### config.mk
export PLATFORM = sky130hd
export DESIGN_NAME = e8_call_target_translator
export DESIGN_NICKNAME = d
export VERILOG_FILES = /design/src/hdl/e8ctt_pkg.sv /design/src/hdl/e8ctt_scan.sv /design/src/hdl/e8ctt_serial.sv /design/src/hdl/e8_call_target_translator.sv
export SDC_FILE = /design/constraint.sdc
export NUM_CORES = 1
export LEC_CHECK = 0
export ABC_AREA = 1
export BUFFER_PORTS_ARGS = -buffer_cell sky130_fd_sc_hd__buf_2
export CORE_MARGIN = 2
export CORE_UTILIZATION = 45
export CTS_BUF_LIST = sky130_fd_sc_hd__clkbuf_8
export DETAILED_ROUTE_END_ITERATION = 7
export SLEW_MARGIN = 20
export SYNTH_ARGS = -nofsm -noshare
export SYNTH_HDL_FRONTEND = slang
export SYNTH_SLANG_ARGS = --single-unit
### constraint.sdc
create_clock -name clk -period 3.4 [get_ports clk]
set_input_delay 0.34 -clock clk [delete_from_list [all_inputs] [get_ports clk]]
set_output_delay 0.34 -clock clk [all_outputs]
set_load 0.005 [all_outputs]
### src/hdl/e8ctt_pkg.sv
`timescale 1ns / 1ps

package e8ctt_pkg;

  localparam int LEN_W  = 16;
  localparam int TSZ_W  = 31;
  localparam int CFG_W  = 31;
  localparam int IDX_W  = 2;
  localparam int CNT_W  = 3;

  // Register indexes of the configuration port
  localparam logic [IDX_W-1:0] REG_BLOCK_LENGTH     = 2'd0;
  localparam logic [IDX_W-1:0] REG_TRANSLATION_SIZE = 2'd1;

  // Register reset values
  localparam logic [LEN_W-1:0] BLOCK_LENGTH_RST     = 16'd32768;
  localparam logic [TSZ_W-1:0] TRANSLATION_SIZE_RST = 31'd12000000;

  localparam logic [7:0]       E8_OPCODE  = 8'hE8;
  localparam logic [LEN_W-1:0] TAIL_GUARD = 16'd10;

  // Operand hold counter codes
  localparam logic [CNT_W-1:0] HELD_NONE = 3'd0;
  localparam logic [CNT_W-1:0] HELD_ONE  = 3'd1;
  localparam logic [CNT_W-1:0] HELD_FULL = 3'd4;

  // Byte index of the last item of a five-byte run
  localparam logic [CNT_W-1:0] RUN_LAST_IDX = 3'd4;

  // One record handed from the scanner to the serializer
  typedef struct packed {
    logic        is_run;
    logic [31:0] word;
    logic        block_last;
  } rec_t;

endpackage

### src/hdl/e8ctt_scan.sv
`timescale 1ns / 1ps

module e8ctt_scan import e8ctt_pkg::*; #(
  parameter int POSITION_BITS = 16
) (
  input  logic             clk,
  input  logic             rst,
  input  logic             cfg_we,
  input  logic [IDX_W-1:0] cfg_index,
  input  logic [CFG_W-1:0] cfg_data,
  input  logic             in_valid,
  output logic             in_ready,
  input  logic [7:0]       data_byte,
  output logic             rec_valid,
  input  logic             rec_ready,
  output rec_t             rec
);

  localparam int CW = (POSITION_BITS + 1 > LEN_W) ? POSITION_BITS + 1 : LEN_W;

  logic [LEN_W-1:0]         block_length;
  logic [TSZ_W-1:0]         translation_size;
  logic [POSITION_BITS-1:0] byte_position;
  logic [POSITION_BITS-1:0] opcode_position;
  logic [CNT_W-1:0]         held_count;
  logic [7:0]               held_operand [3];

  logic                     in_accept;
  logic [CW-1:0]            next_ext;
  logic                     block_end;
  logic [POSITION_BITS-1:0] pos_after;
  logic                     open_ok;
  logic                     take_open;
  logic                     emit_single;
  logic                     emit_run;
  logic [1:0]               hold_slot;

  logic [31:0]        raw;
  logic signed [33:0] rel;
  logic signed [33:0] ofs;
  logic signed [33:0] tsz;
  logic signed [33:0] sum;
  logic signed [33:0] diff;
  logic               in_range;
  logic               sum_lt;
  logic [31:0]        res;

  assign in_ready  = !rec_valid || rec_ready;
  assign in_accept = in_valid && in_ready;

  // Position advance and block end
  assign next_ext  = CW'(byte_position) + CW'(1);
  assign block_end = next_ext >= CW'(block_length);
  assign pos_after = block_end ? '0 : next_ext[POSITION_BITS-1:0];

  // An opcode may open a hold only clear of the block tail
  assign open_ok = (block_length > TAIL_GUARD) &&
                   (CW'(byte_position) < CW'(block_length - TAIL_GUARD));

  assign take_open   = (held_count == HELD_NONE) && (data_byte == E8_OPCODE) && open_ok;
  assign emit_single = (held_count == HELD_NONE) && !take_open;
  assign emit_run    = (held_count == HELD_FULL);
  assign hold_slot   = held_count[1:0] - 2'd1;

  // Call offset translation on the fourth operand byte
  assign raw      = {data_byte, held_operand[2], held_operand[1], held_operand[0]};
  assign rel      = {{2{raw[31]}}, raw};
  assign ofs      = {{(34 - POSITION_BITS){1'b0}}, opcode_position};
  assign tsz      = {3'b000, translation_size};
  assign sum      = rel + ofs;
  assign diff     = rel - tsz;
  assign in_range = !sum[33] && diff[33];
  assign sum_lt   = sum < tsz;
  assign res      = !in_range ? raw : (sum_lt ? sum[31:0] : diff[31:0]);

  // Configuration registers
  always_ff @(posedge clk) begin
    if (rst) begin
      block_length     <= BLOCK_LENGTH_RST;
      translation_size <= TRANSLATION_SIZE_RST;
    end else if (cfg_we) begin
      case (cfg_index)
        REG_BLOCK_LENGTH:     block_length     <= cfg_data[LEN_W-1:0];
        REG_TRANSLATION_SIZE: translation_size <= cfg_data[TSZ_W-1:0];
        default: ;
      endcase
    end
  end

  // Scan state and record valid
  always_ff @(posedge clk) begin
    if (rst) begin
      byte_position   <= '0;
      opcode_position <= '0;
      held_count      <= HELD_NONE;
      rec_valid       <= 1'b0;
    end else begin
      if (rec_ready) begin
        rec_valid <= 1'b0;
      end
      if (in_accept) begin
        byte_position <= pos_after;
        if (take_open) begin
          opcode_position <= byte_position;
          held_count      <= HELD_ONE;
        end else if (emit_run) begin
          held_count <= HELD_NONE;
        end else if (!emit_single) begin
          held_count <= held_count + 3'd1;
        end
        if (emit_single || emit_run) begin
          rec_valid <= 1'b1;
        end
      end
    end
  end

  // Operand bytes, no reset
  always_ff @(posedge clk) begin
    if (in_accept && !emit_single && !emit_run && !take_open) begin
      held_operand[hold_slot] <= data_byte;
    end
  end

  // Record payload, no reset
  always_ff @(posedge clk) begin
    if (in_accept && (emit_single || emit_run)) begin
      rec.is_run     <= emit_run;
      rec.word       <= emit_run ? res : {24'd0, data_byte};
      rec.block_last <= block_end;
    end
  end

endmodule

### src/hdl/e8ctt_serial.sv
`timescale 1ns / 1ps

module e8ctt_serial import e8ctt_pkg::*; (
  input  logic       clk,
  input  logic       rst,
  input  logic       rec_valid,
  output logic       rec_ready,
  input  rec_t       rec,
  output logic       out_valid,
  input  logic       out_ready,
  output logic [7:0] out_byte,
  output logic       run_last,
  output logic       block_last
);

  rec_t             cur;
  logic [CNT_W-1:0] idx;
  logic             last_of;
  logic             load;

  assign last_of   = !cur.is_run || (idx == RUN_LAST_IDX);
  assign rec_ready = !out_valid || (out_ready && last_of);
  assign load      = rec_ready;

  // Byte selection within the current record
  always_comb begin
    if (!cur.is_run) begin
      out_byte = cur.word[7:0];
    end else begin
      case (idx)
        3'd0:    out_byte = E8_OPCODE;
        3'd1:    out_byte = cur.word[7:0];
        3'd2:    out_byte = cur.word[15:8];
        3'd3:    out_byte = cur.word[23:16];
        default: out_byte = cur.word[31:24];
      endcase
    end
  end

  assign run_last   = last_of;
  assign block_last = last_of && cur.block_last;

  // Output valid and byte index
  always_ff @(posedge clk) begin
    if (rst) begin
      out_valid <= 1'b0;
      idx       <= '0;
    end else if (load) begin
      out_valid <= rec_valid;
      idx       <= '0;
    end else if (out_valid && out_ready) begin
      idx <= idx + 3'd1;
    end
  end

  // Current record, no reset
  always_ff @(posedge clk) begin
    if (load) begin
      cur <= rec;
    end
  end

endmodule

### src/hdl/e8_call_target_translator.sv
`timescale 1ns / 1ps
// Path: a byte's first result is registered in the scanner's record slot and then in
// the serializer's current record, from which it is offered.
// Throughput: one input byte per cycle while the output keeps up; the output port moves
// one byte per cycle while out_ready is high, so a translated call run of five can hold
// back the input, bounded by the single record slot between scanner and serializer.
// Reset (rst, synchronous, active high) clears position and hold state and
// restores register defaults; held operand bytes are not cleared.

module e8_call_target_translator import e8ctt_pkg::*; #(
  parameter int POSITION_BITS = 16
) (
  input  logic             clk,
  input  logic             rst,
  input  logic             cfg_we,
  input  logic [IDX_W-1:0] cfg_index,
  input  logic [CFG_W-1:0] cfg_data,
  input  logic             in_valid,
  output logic             in_ready,
  input  logic [7:0]       data_byte,
  output logic             out_valid,
  input  logic             out_ready,
  output logic [7:0]       out_byte,
  output logic             run_last,
  output logic             block_last
);

  logic rec_valid;
  logic rec_ready;
  rec_t rec;

  // Scanner: position count, operand hold, offset translation
  e8ctt_scan #(
    .POSITION_BITS(POSITION_BITS)
  ) u_scan (
    .clk       (clk),
    .rst       (rst),
    .cfg_we    (cfg_we),
    .cfg_index (cfg_index),
    .cfg_data  (cfg_data),
    .in_valid  (in_valid),
    .in_ready  (in_ready),
    .data_byte (data_byte),
    .rec_valid (rec_valid),
    .rec_ready (rec_ready),
    .rec       (rec)
  );

  // Serializer: one output byte per cycle while out_ready is high
  e8ctt_serial u_serial (
    .clk        (clk),
    .rst        (rst),
    .rec_valid  (rec_valid),
    .rec_ready  (rec_ready),
    .rec        (rec),
    .out_valid  (out_valid),
    .out_ready  (out_ready),
    .out_byte   (out_byte),
    .run_last   (run_last),
    .block_last (block_last)
  );

endmodule

# Word level (Yosys, flattened, before mapping)
# Memory sizes are Yosys's and may differ from the RTL's.
# Cells that the tools add are included.
# W data, S select, Z words.
[totals] input_bits=46 mem_bits_rw=24 register_bits=155 word_cells=81 memories=1 out_inout_bits=12
[memory_table] memory="u_scan.held_operand" depth=3 word_bits=8 rd=3 rd_ports_with_merged_regs=0 wr=1 line="e8ctt_scan.sv:26" rtl="logic [7:0] held_operand [3];"
[op_classes] eq_ne=8 mux=14 reduce_logical=32 n_addsub=7 n_lt_le_gt_ge=4
[ops] cell="$mux W32" count=2
[ops] cell="$lt A34 B32 Y1" count=1
[ops] cell="$add A32 B17 Y33" count=1
[ops] cell="$sub A32 B32 Y33" count=1
[ops] cell="$pmux W8 S4" count=1
[ops] cell="$add A16 B1 Y17 const B" count=1
[ops] cell="$ge A17 B16 Y1" count=1
[ops] cell="$lt A16 B17 Y1" count=1
[ops] cell="$sub A16 B4 Y17 const B" count=1
[ops] cell="$gt A16 B4 Y1 const B" count=1
[ops] cell="$mux W16" count=1
[ops] cell="$mux W8" count=2
[ops] cell="$logic_and A1 B1 Y1" count=13
[ops] cell="$mux W3" count=3
[ops] cell="$eq A8 B8 Y1 const B" count=1
[ops] cell="$reduce_and A2 Y1" count=4
[ops] cell="$logic_not A1 Y1" count=7
[ops] cell="$add A3 B1 Y3 const B" count=2
[ops] cell="$eq A3 B2 Y1 const B" count=2
[ops] cell="$eq A3 B3 Y1 const B" count=2
[ops] cell="$logic_not A3 Y1" count=2
[ops] cell="$mux W1" count=5
[ops] cell="$logic_or A1 B1 Y1" count=4
[ops] cell="$eq A3 B1 Y1 const B" count=1
[ops] cell="other kinds (5)" count=5

# Logic depth before layout (Yosys ltp)
# Gate-level depths: netlist of run 1.
[logic_depth] word_depth=12 mapped_depth=32 ltp_nobuf=31

# Modules after synthesis
# Synthesis of run 1 repeated with hierarchy kept, for this count alone.
[hier_totals] hier_cells=1713 area_unflattened_um2=12838.6
[modules_own_cells] mod="e8ctt_scan" n_inst=1 seq_area_each_um2=3403.3 area_each_um2=11159.5 cells_per_inst=1555
[modules_own_cells] mod="e8ctt_serial" n_inst=1 seq_area_each_um2=1101.1 area_each_um2=1679.1 cells_per_inst=158

# Worst setup path before layout of run 1
# OpenSTA, ideal clock, no wires.
[synth_timing] kind="reg2reg" startpoint="mem u_scan.held_operand[0][0]" endpoint="reg, netlist name u_scan.rec[13]" required_time_ps=3147 path_stages_with_launch=30 setup_ps=253 synth_period_minus_slack_ps=3803 t_arrival_ps=3549 setup_slack_ps=-403 path_buffers=1 cell_sequence="edfxtp_1 > ha_1 > fa_1 > nand3_1 > nand3_1 > a21oi_1 > o21ai_2 > a21boi_0 > o21ai_0 > xor2_1 > ha_1 > nand2_1 > inv_1 > nand2_1 > nand2_1 > nand2_1 > nand2_1 > nor2_1 > nand3_1 > nand2_1 > nand2_1 > nand2_1 > nand2_1 > nand2_1 > nand3_2 > nand2_4 > buf_4 > nor2_1 > o21bai_1 > inv_1"
[synth_lines] item="start: declaration" line="e8ctt_scan.sv:26"

==> reports/results.ini, run 1 <==
[cells_and_area]
n_fill_cell=2716
nNetsFinal=2039
post_route_cells_drive_above_1_share_pct=19.6
fin_cells=2261
flow.area_growth_from_synthesis_pct=21.5
n_antenna_cell=0

[cts]
worstSkewPairLatency_ns=0.50
tritoncts=yes
cts_inserted_buffers=17
clock_sink_count=179
h-tree-depth=4
clock_root_buffer=sky130_fd_sc_hd__clkbuf_8
cts.clk_slew.worst_paths_ns=0.12
clock_path_buffers=2
cts.hold.buffers_added=0

[placement]
place_inst=2209
estimated_wirelength_of_the_detail_placed_design_mm=31.4
pre_cts_ws_ns=-0.614
numPortBuffers=57
place.gp.congestion=0.988

[global_routing]
grt_first_pass_wirelength_mm=61.3
pin_count_of_the_biggest_net_entering_global_routing=69
first_global_vias=10900
grt_antenna_before_repair=1
gr-usage-all-layers_pct=27.5
grt_remaining_overflow=0

[synth]
netlist_top_cells_area=sky130_fd_sc_hd__edfxtp_1 (22%), sky130_fd_sc_hd__dfxtp_1 (14%), sky130_fd_sc_hd__ha_1 (12%)
synth.cell_area_sq_um=12700
ys_seq_elements=179
post_synth_edffs=92
seq_area_frac_synth_pct=35.6
syn-instance-count=1679
postSynthNetCount=1848
synth_compound_area_share_pct=14.7
top_count_cell_post_synth=sky130_fd_sc_hd__nand2_1
synth_commonest_cells=sky130_fd_sc_hd__nand2_1 (336), sky130_fd_sc_hd__inv_1 (252), sky130_fd_sc_hd__a21oi_1 (177)
syn_avg_cell_area_sq_um=7.54
synth.largest_area_cell=sky130_fd_sc_hd__edfxtp_1
yosysWarningCount=0
dominant_combinational_cell_family_by_area_after_synthesis=simple AND/OR/NAND/NOR gates
netlist-cell-type-count=53
fraction_of_synthesized_cell_area_taken_by_the_top_area_cell_type_pct=21.8
synth_ff_type=sky130_fd_sc_hd__edfxtp_1
synthAdderAreaFrac_pct=12.3
fraction_of_the_mapped_netlist_area_in_simple_logic_gates_pct=23.0
synth.mux.area_fraction_pct=0
xor_xnor_fraction_of_synth_area_pct=4.91
async_set_or_reset_flop_fraction_in_the_synthesized_netlist_pct=0

[worst_setup_path]
timing.reg2reg.setup_slack_ns=-0.63
crit_path_max_fanout=9
timing.critical_path.from_type=flop
worstSetupPathType=reg2reg
cp-end-kind=flop
critPathArrivalTime_ns=4.25
cp_common_cell=sky130_fd_sc_hd__nand2_1
longest_individual_stage_delay_on_the_worst_path_ns=0.43
critPathRequiredTime_ns=3.62
cpMaxStageDelayCell=sky130_fd_sc_hd__edfxtp_1

[floorplanning]
dieArea_sq_um=29500
io-pin-count=58
core_area_sq_um=27800
floorplan.initialDensity_pct=45.6
floorplan.die.height_um=172
dieWidth_um=172
core.rowCount=61

[sta]
fin_crit_ns=4.03
finalMaxSlewViolations=0
timing.final.hold_violations=0
report.final.setup_viol=32
max_slew_headroom_pct=41.7
min_period_over_period_pct=118
rsz0062_at_grt=true
final.setup_skew_ns=0.0272
fmaxAchievable_mhz=248
tightestPinTransition_ns=0.872
final.setup.worst_slack_ns=-0.627

[hold_path]
min_path_type=in2reg

[detailed_routing]
dr.first_iter.drc_count=1031
vias=12100
dr.pass1.iters=5
wl_mm=40.1
detail_route.wl_per_cell_um=17.7
antenna_violating_nets_post_route=0
drc_errors=0
viasPerCell=5.35

[power_and_ir_drop]
worst_ir_drop_vdd_uv=200
power-per-cell-area_nw_per_um2=316
p_leak_nw=7.19

[run_status]
violations_in_the_final_reports=negative setup slack
outcome=finished, violations left

[run]
max_cap_viol_count=0

==> metal layers <==
metal | vias up | part of all wire (%) | global-route usage (%) | wire (um)
li1 | 6011 | - | - | -
met2 | 447 | 43 | 41.9 | 17200
met3 | 45 | 8.1 | 4.00 | 3250
met4 | 0 | 2.1 | 6.87 | 838
met5 | - | 0 | 0 | 0
met1 | 5603 | 47 | 40.8 | 18800
==> cell type report <==
type / instances / area, sq um / area share [%]
inverters: 256 / 961 / 6.24
clock inverters: 15 / 165 / 1.07
flip-flops and latches: 179 / 4510 / 29.3
repair buffers: 220 / 1640 / 10.6
clock buffers: 17 / 234 / 1.52
multi-input cells: 1196 / 7400 / 48.1
well taps: 378 / 473 / 3.07
==> worst max-delay path, delay by kind of cell, from the launching register on <==
family / cells / cell delay, ns
AOI/OAI and AO/OA: 5 / 0.66
buffers and inverters: 3 / 0.35
adders and majority gates: 3 / 0.88
and+or+nand+nor: 16 / 1.24
xor gates and xnor gates: 1 / 0.19
DFF: 1 / 0.43
==> per-stage QoR <==
step / instance area, sq um / utilization, % / total power, W / hold slack, ns / setup TNS [ns]
3_3_place_gp: 14400 / 51.7 / 0.00332 / 0.402 / -15.43
6_report: 15400 / 55.4 / 0.00487 / 0.0450 / -17.83
5_1_grt: 15400 / 55.4 / 0.00510 / 0.0351 / -28.18
4_1_cts: 15000 / 54.1 / 0.00486 / 0.00496 / -13.92
2_1_floorplan: 12700 / - / 0.00300 / 0.400 / -2.51
3_5_place_dp: 14400 / 51.7 / 0.00333 / 0.405 / -17.54
==> where the power goes <==
part | switching [W] | total, W | internal, W
Combinational | 0.000624 | 0.000967 | 0.000343
Clock | 0.000943 | 0.00150 | 0.000556
Sequential | 0.0000424 | 0.00240 | 0.00236
Total | 0.00161 | 0.00487 | 0.00326
==> kinds of logic after synthesis <==
| logic type | Yosys count |
|---|---|
| fa+ha+maj | 123 |
| flops | 179 |
| compound gates | 344 |
| buf+inv | 306 |
| xor+xnor | 71 |
| simple gates | 656 |
==> registers in the layout, summed over array words and instances (netlist names) <==
register                 count
u_scan.rec                  34
u_scan.held_operand         24
u_scan.block_length         16
u_scan.byte_position        16
u_scan.opcode_position      16
u_scan.translation_size     31
u_scan.rec_valid             1
u_serial.idx                 3
u_serial.cur                34
u_scan.held_count            3
u_serial.out_valid           1
==> path summary, 6_finish.rpt <==
path,endpoint,cells after the start,startpoint
hold reg to reg,u_serial.cur[9],0,u_scan.rec[9]
hold / removal,u_scan.translation_size[18],3,cfg_data[18]
setup / recovery,u_scan.rec[16],28,u_scan.held_operand[0][0]
setup reg to reg,u_scan.rec[16],28,u_scan.held_operand[0][0]
==> what timing repair did <==
action | 4_1_cts | 5_1_grt
setup endpoints to repair | 50 | 90
buffers inserted | 11 | 5
cloned | 2 | 2
resized for setup | 31 | 66
pin swaps | 14 | 34
==> placed cells by master, fill, tap and decap left out, types with 5 or more instances in the layout <==
cell	netlist	layout
sky130_fd_sc_hd__nand2_1	336	321
sky130_fd_sc_hd__inv_1	252	249
sky130_fd_sc_hd__a21oi_1	177	153
sky130_fd_sc_hd__buf_4	8	150
sky130_fd_sc_hd__ha_1	121	114
sky130_fd_sc_hd__nor2_1	108	103
sky130_fd_sc_hd__o21ai_0	104	102
sky130_fd_sc_hd__nand3_1	116	99
sky130_fd_sc_hd__edfxtp_1	92	92
sky130_fd_sc_hd__dfxtp_1	87	84
sky130_fd_sc_hd__xor2_1	58	57
sky130_fd_sc_hd__buf_2	13	57
sky130_fd_sc_hd__nand4_1	37	37
sky130_fd_sc_hd__a21oi_2	0	23
sky130_fd_sc_hd__nand2_2	6	17
sky130_fd_sc_hd__nand3_2	2	17
sky130_fd_sc_hd__clkbuf_8	0	17
sky130_fd_sc_hd__nor3_1	19	16
sky130_fd_sc_hd__o211ai_1	14	14
sky130_fd_sc_hd__xnor2_1	13	13
sky130_fd_sc_hd__a21o_1	8	8
sky130_fd_sc_hd__nor2_4	4	7
sky130_fd_sc_hd__a31oi_1	7	7
sky130_fd_sc_hd__nor4_1	7	7
sky130_fd_sc_hd__buf_12	0	7
sky130_fd_sc_hd__nand2_4	2	6
sky130_fd_sc_hd__o21bai_1	6	6
sky130_fd_sc_hd__o21ai_1	5	6
sky130_fd_sc_hd__inv_2	3	5
sky130_fd_sc_hd__nor3_2	3	5
sky130_fd_sc_hd__nor2_2	3	5
sky130_fd_sc_hd__ha_4	0	5
Power figures use the tool's default switching activity.
==> inputs of run 2 (changes only) <==
--- a/config.mk
+++ b/config.mk
@@ -6,11 +6,11 @@
 export NUM_CORES = 1
 export LEC_CHECK = 0
 export ABC_AREA = 1
-export BUFFER_PORTS_ARGS = -buffer_cell sky130_fd_sc_hd__buf_2
 export CORE_MARGIN = 2
-export CORE_UTILIZATION = 45
+export CORE_UTILIZATION = 39
 export CTS_BUF_LIST = sky130_fd_sc_hd__clkbuf_8
 export DETAILED_ROUTE_END_ITERATION = 7
+export DONT_BUFFER_PORTS = 1
 export SLEW_MARGIN = 20
 export SYNTH_ARGS = -nofsm -noshare
 export SYNTH_HDL_FRONTEND = slang
==> reports/results.ini, run 2 (same netlist as run 1, synthesis figures left out) <==
[worst_setup_path]
cp-end-kind=flop
critPathRequiredTime_ns=3.63
crit_path_max_fanout=8
r2r-end=u_scan.rec[16]
critical_path.reg2reg.startpoint=u_scan.held_operand[0][0]
critPathArrivalTime_ns=4.18
worstSetupPathType=reg2reg
worst_r2r_path_depth=27
timing.critical_path.from_type=flop
timing.reg2reg.setup_slack_ns=-0.55

[power_and_ir_drop]
p_leak_nw=7.06
power-per-cell-area_nw_per_um2=318
worst_ir_drop_vdd_uv=226

[sta]
tightestPinTransition_ns=0.932
max_slew_headroom_pct=37.9
final.setup.worst_slack_ns=-0.550
fmaxAchievable_mhz=253
finalMaxSlewViolations=0
worst_hold_slack_ns=0.0231
timing.final.hold_violations=0
min_period_over_period_pct=116
report.final.setup_viol=32
setup-tns-final_ns=-16.14
fin_crit_ns=3.95
final.setup_skew_ns=0.0208
rsz0062_at_grt=true

[cells_and_area]
flow.area_growth_from_synthesis_pct=21.8
n_fill_cell=3146
post_route_cells_drive_above_1_share_pct=17.5
nNetsFinal=1998
mostFrequentLayoutCells=sky130_fd_sc_hd__nand2_1 (313), sky130_fd_sc_hd__inv_1 (249), sky130_fd_sc_hd__a21oi_1 (157)
biggest_registers_after_layout=u_scan.rec (34), u_serial.cur (34), u_scan.translation_size (31)
n_antenna_cell=0
fin_area_sq_um=15400
most_common_library_cell_in_the_layout_ignoring_fill_and_taps=sky130_fd_sc_hd__nand2_1
fin_util_pct=48.5

[hold_path]
sink_of_the_worst_hold_path=u_scan.block_length[0]
hp-start=cfg_data[0]
min_path_type=in2reg
hold_depth=2

[run_status]
violations_in_the_final_reports=negative setup slack
outcome=finished, violations left

[floorplanning]
core.rowCount=65
dieArea_sq_um=33900
dieWidth_um=184
floorplan.initialDensity_pct=39.8
io-pin-count=58
core_area_sq_um=31800
floorplan.die.height_um=184

[detailed_routing]
antenna_violating_nets_post_route=0
viasPerCell=5.30
dr.first_iter.drc_count=970
dr.pass1.iters=5
wl_mm=42.0
detail_route.wl_per_cell_um=18.5
drc_errors=0
vias=12100

[cts]
worstSkewPairLatency_ns=0.49
clock_path_buffers=2
tritoncts=yes
cts_inserted_buffers=17
h-tree-depth=4
cts.clk_slew.worst_paths_ns=0.10
clock_root_buffer=sky130_fd_sc_hd__clkbuf_8
clock_sink_count=179

[placement]
place.gp.congestion=0.971
numPortBuffers=0
placed_cell_area_sq_um=14100
pre_cts_ws_ns=-0.550
estimated_wirelength_of_the_detail_placed_design_mm=32.1

[global_routing]
pin_count_of_the_biggest_net_entering_global_routing=64
grt_first_pass_wirelength_mm=63.4
grt_antenna_before_repair=0
grt_remaining_overflow=0
gr-usage-all-layers_pct=24.7
first_global_vias=11000

[run]
max_cap_viol_count=0

## run 2: area by class of cell
class	instances	area (sq um)	share of cell area, %
inverter	256	961	6.23
tap	435	544	3.53
clock inverter	15	174	1.13
multi-input combinational	1194	7430	48.2
sequential	179	4510	29.3
clock buffer	17	234	1.52
timing repair buffer	181	1570	10.1
## run 2: worst max path at each step
stage	slack [ns]	startpoint	end	depth (start not counted)
2_1_floorplan	-0.11	u_scan.held_operand[0][0]	u_scan.rec[21]	29
3_3_place_gp	-0.54	u_scan.held_operand[0][2]	u_scan.rec[2]	27
3_5_place_dp	-0.55	u_scan.held_operand[0][2]	u_scan.rec[1]	27
4_1_cts	-0.41	u_scan.held_operand[0][0]	u_scan.rec[1]	29
5_1_grt	-0.81	u_scan.held_operand[0][1]	u_scan.rec[31]	30
6_report	-0.55	u_scan.held_operand[0][0]	u_scan.rec[16]	27
## run 2: what timing repair did
action | CTS | global route
setup buffers | 10 | 11
pin swaps | 10 | 25
hold buffers | 22 | 0
endpoints found under the setup margin | 32 | 103
resized for setup | 19 | 93
cloned | 0 | 3
hold endpoints to repair | 55 | 0
## run 2: per-layer routing
metal | part of all wire [%] | routed length [um] | global-route usage, % | vias to the layer above
li1 | - | - | - | 5924
met1 | 46 | 19400 | 35.5 | 5657
met2 | 44 | 18400 | 37.4 | 450
met3 | 8.1 | 3420 | 5.61 | 40
met4 | 1.8 | 757 | 5.86 | 0
met5 | 0 | 0 | 0 | -
## run 2: power by group
| group | internal (W) | switching (W) |
|---|---|---|
| Combinational | 0.000331 | 0.000612 |
| Sequential | 0.00236 | 0.0000401 |
| Clock | 0.000676 | 0.000886 |
| Total | 0.00337 | 0.00154 |
## run 2: stage by stage
step	total power, W	cells
2_1_floorplan	0.00300	1679
3_3_place_gp	0.00326	2199
3_5_place_dp	0.00327	2199
4_1_cts	0.00487	2263
5_1_grt	0.00512	2277
6_report	0.00491	2277
## run 2: worst max-delay path: stages (launching register included)
cell and delay (ns):
sky130_fd_sc_hd__edfxtp_1 0.40, sky130_fd_sc_hd__ha_2 0.20, sky130_fd_sc_hd__fa_2 0.35, sky130_fd_sc_hd__nand3_2 0.09
sky130_fd_sc_hd__nand3_2 0.08, sky130_fd_sc_hd__a21oi_2 0.17, sky130_fd_sc_hd__o21ai_2 0.11, sky130_fd_sc_hd__xor2_1 0.42
sky130_fd_sc_hd__ha_1 0.33, sky130_fd_sc_hd__nand2_1 0.09, sky130_fd_sc_hd__inv_1 0.05, sky130_fd_sc_hd__nand2_1 0.11
sky130_fd_sc_hd__nor2_1 0.05, sky130_fd_sc_hd__nand2_1 0.09, sky130_fd_sc_hd__nor2_1 0.06, sky130_fd_sc_hd__nor2_1 0.09
sky130_fd_sc_hd__nand3_1 0.08, sky130_fd_sc_hd__nand2_1 0.06, sky130_fd_sc_hd__nand2_1 0.05, sky130_fd_sc_hd__nand2_1 0.07
sky130_fd_sc_hd__nand2_2 0.05, sky130_fd_sc_hd__nand2_2 0.09, sky130_fd_sc_hd__nand3_4 0.12, sky130_fd_sc_hd__nand2_8 0.13
sky130_fd_sc_hd__clkbuf_16 0.17, sky130_fd_sc_hd__nand2_1 0.05, sky130_fd_sc_hd__nand3_1 0.06, sky130_fd_sc_hd__a21oi_1 0.06
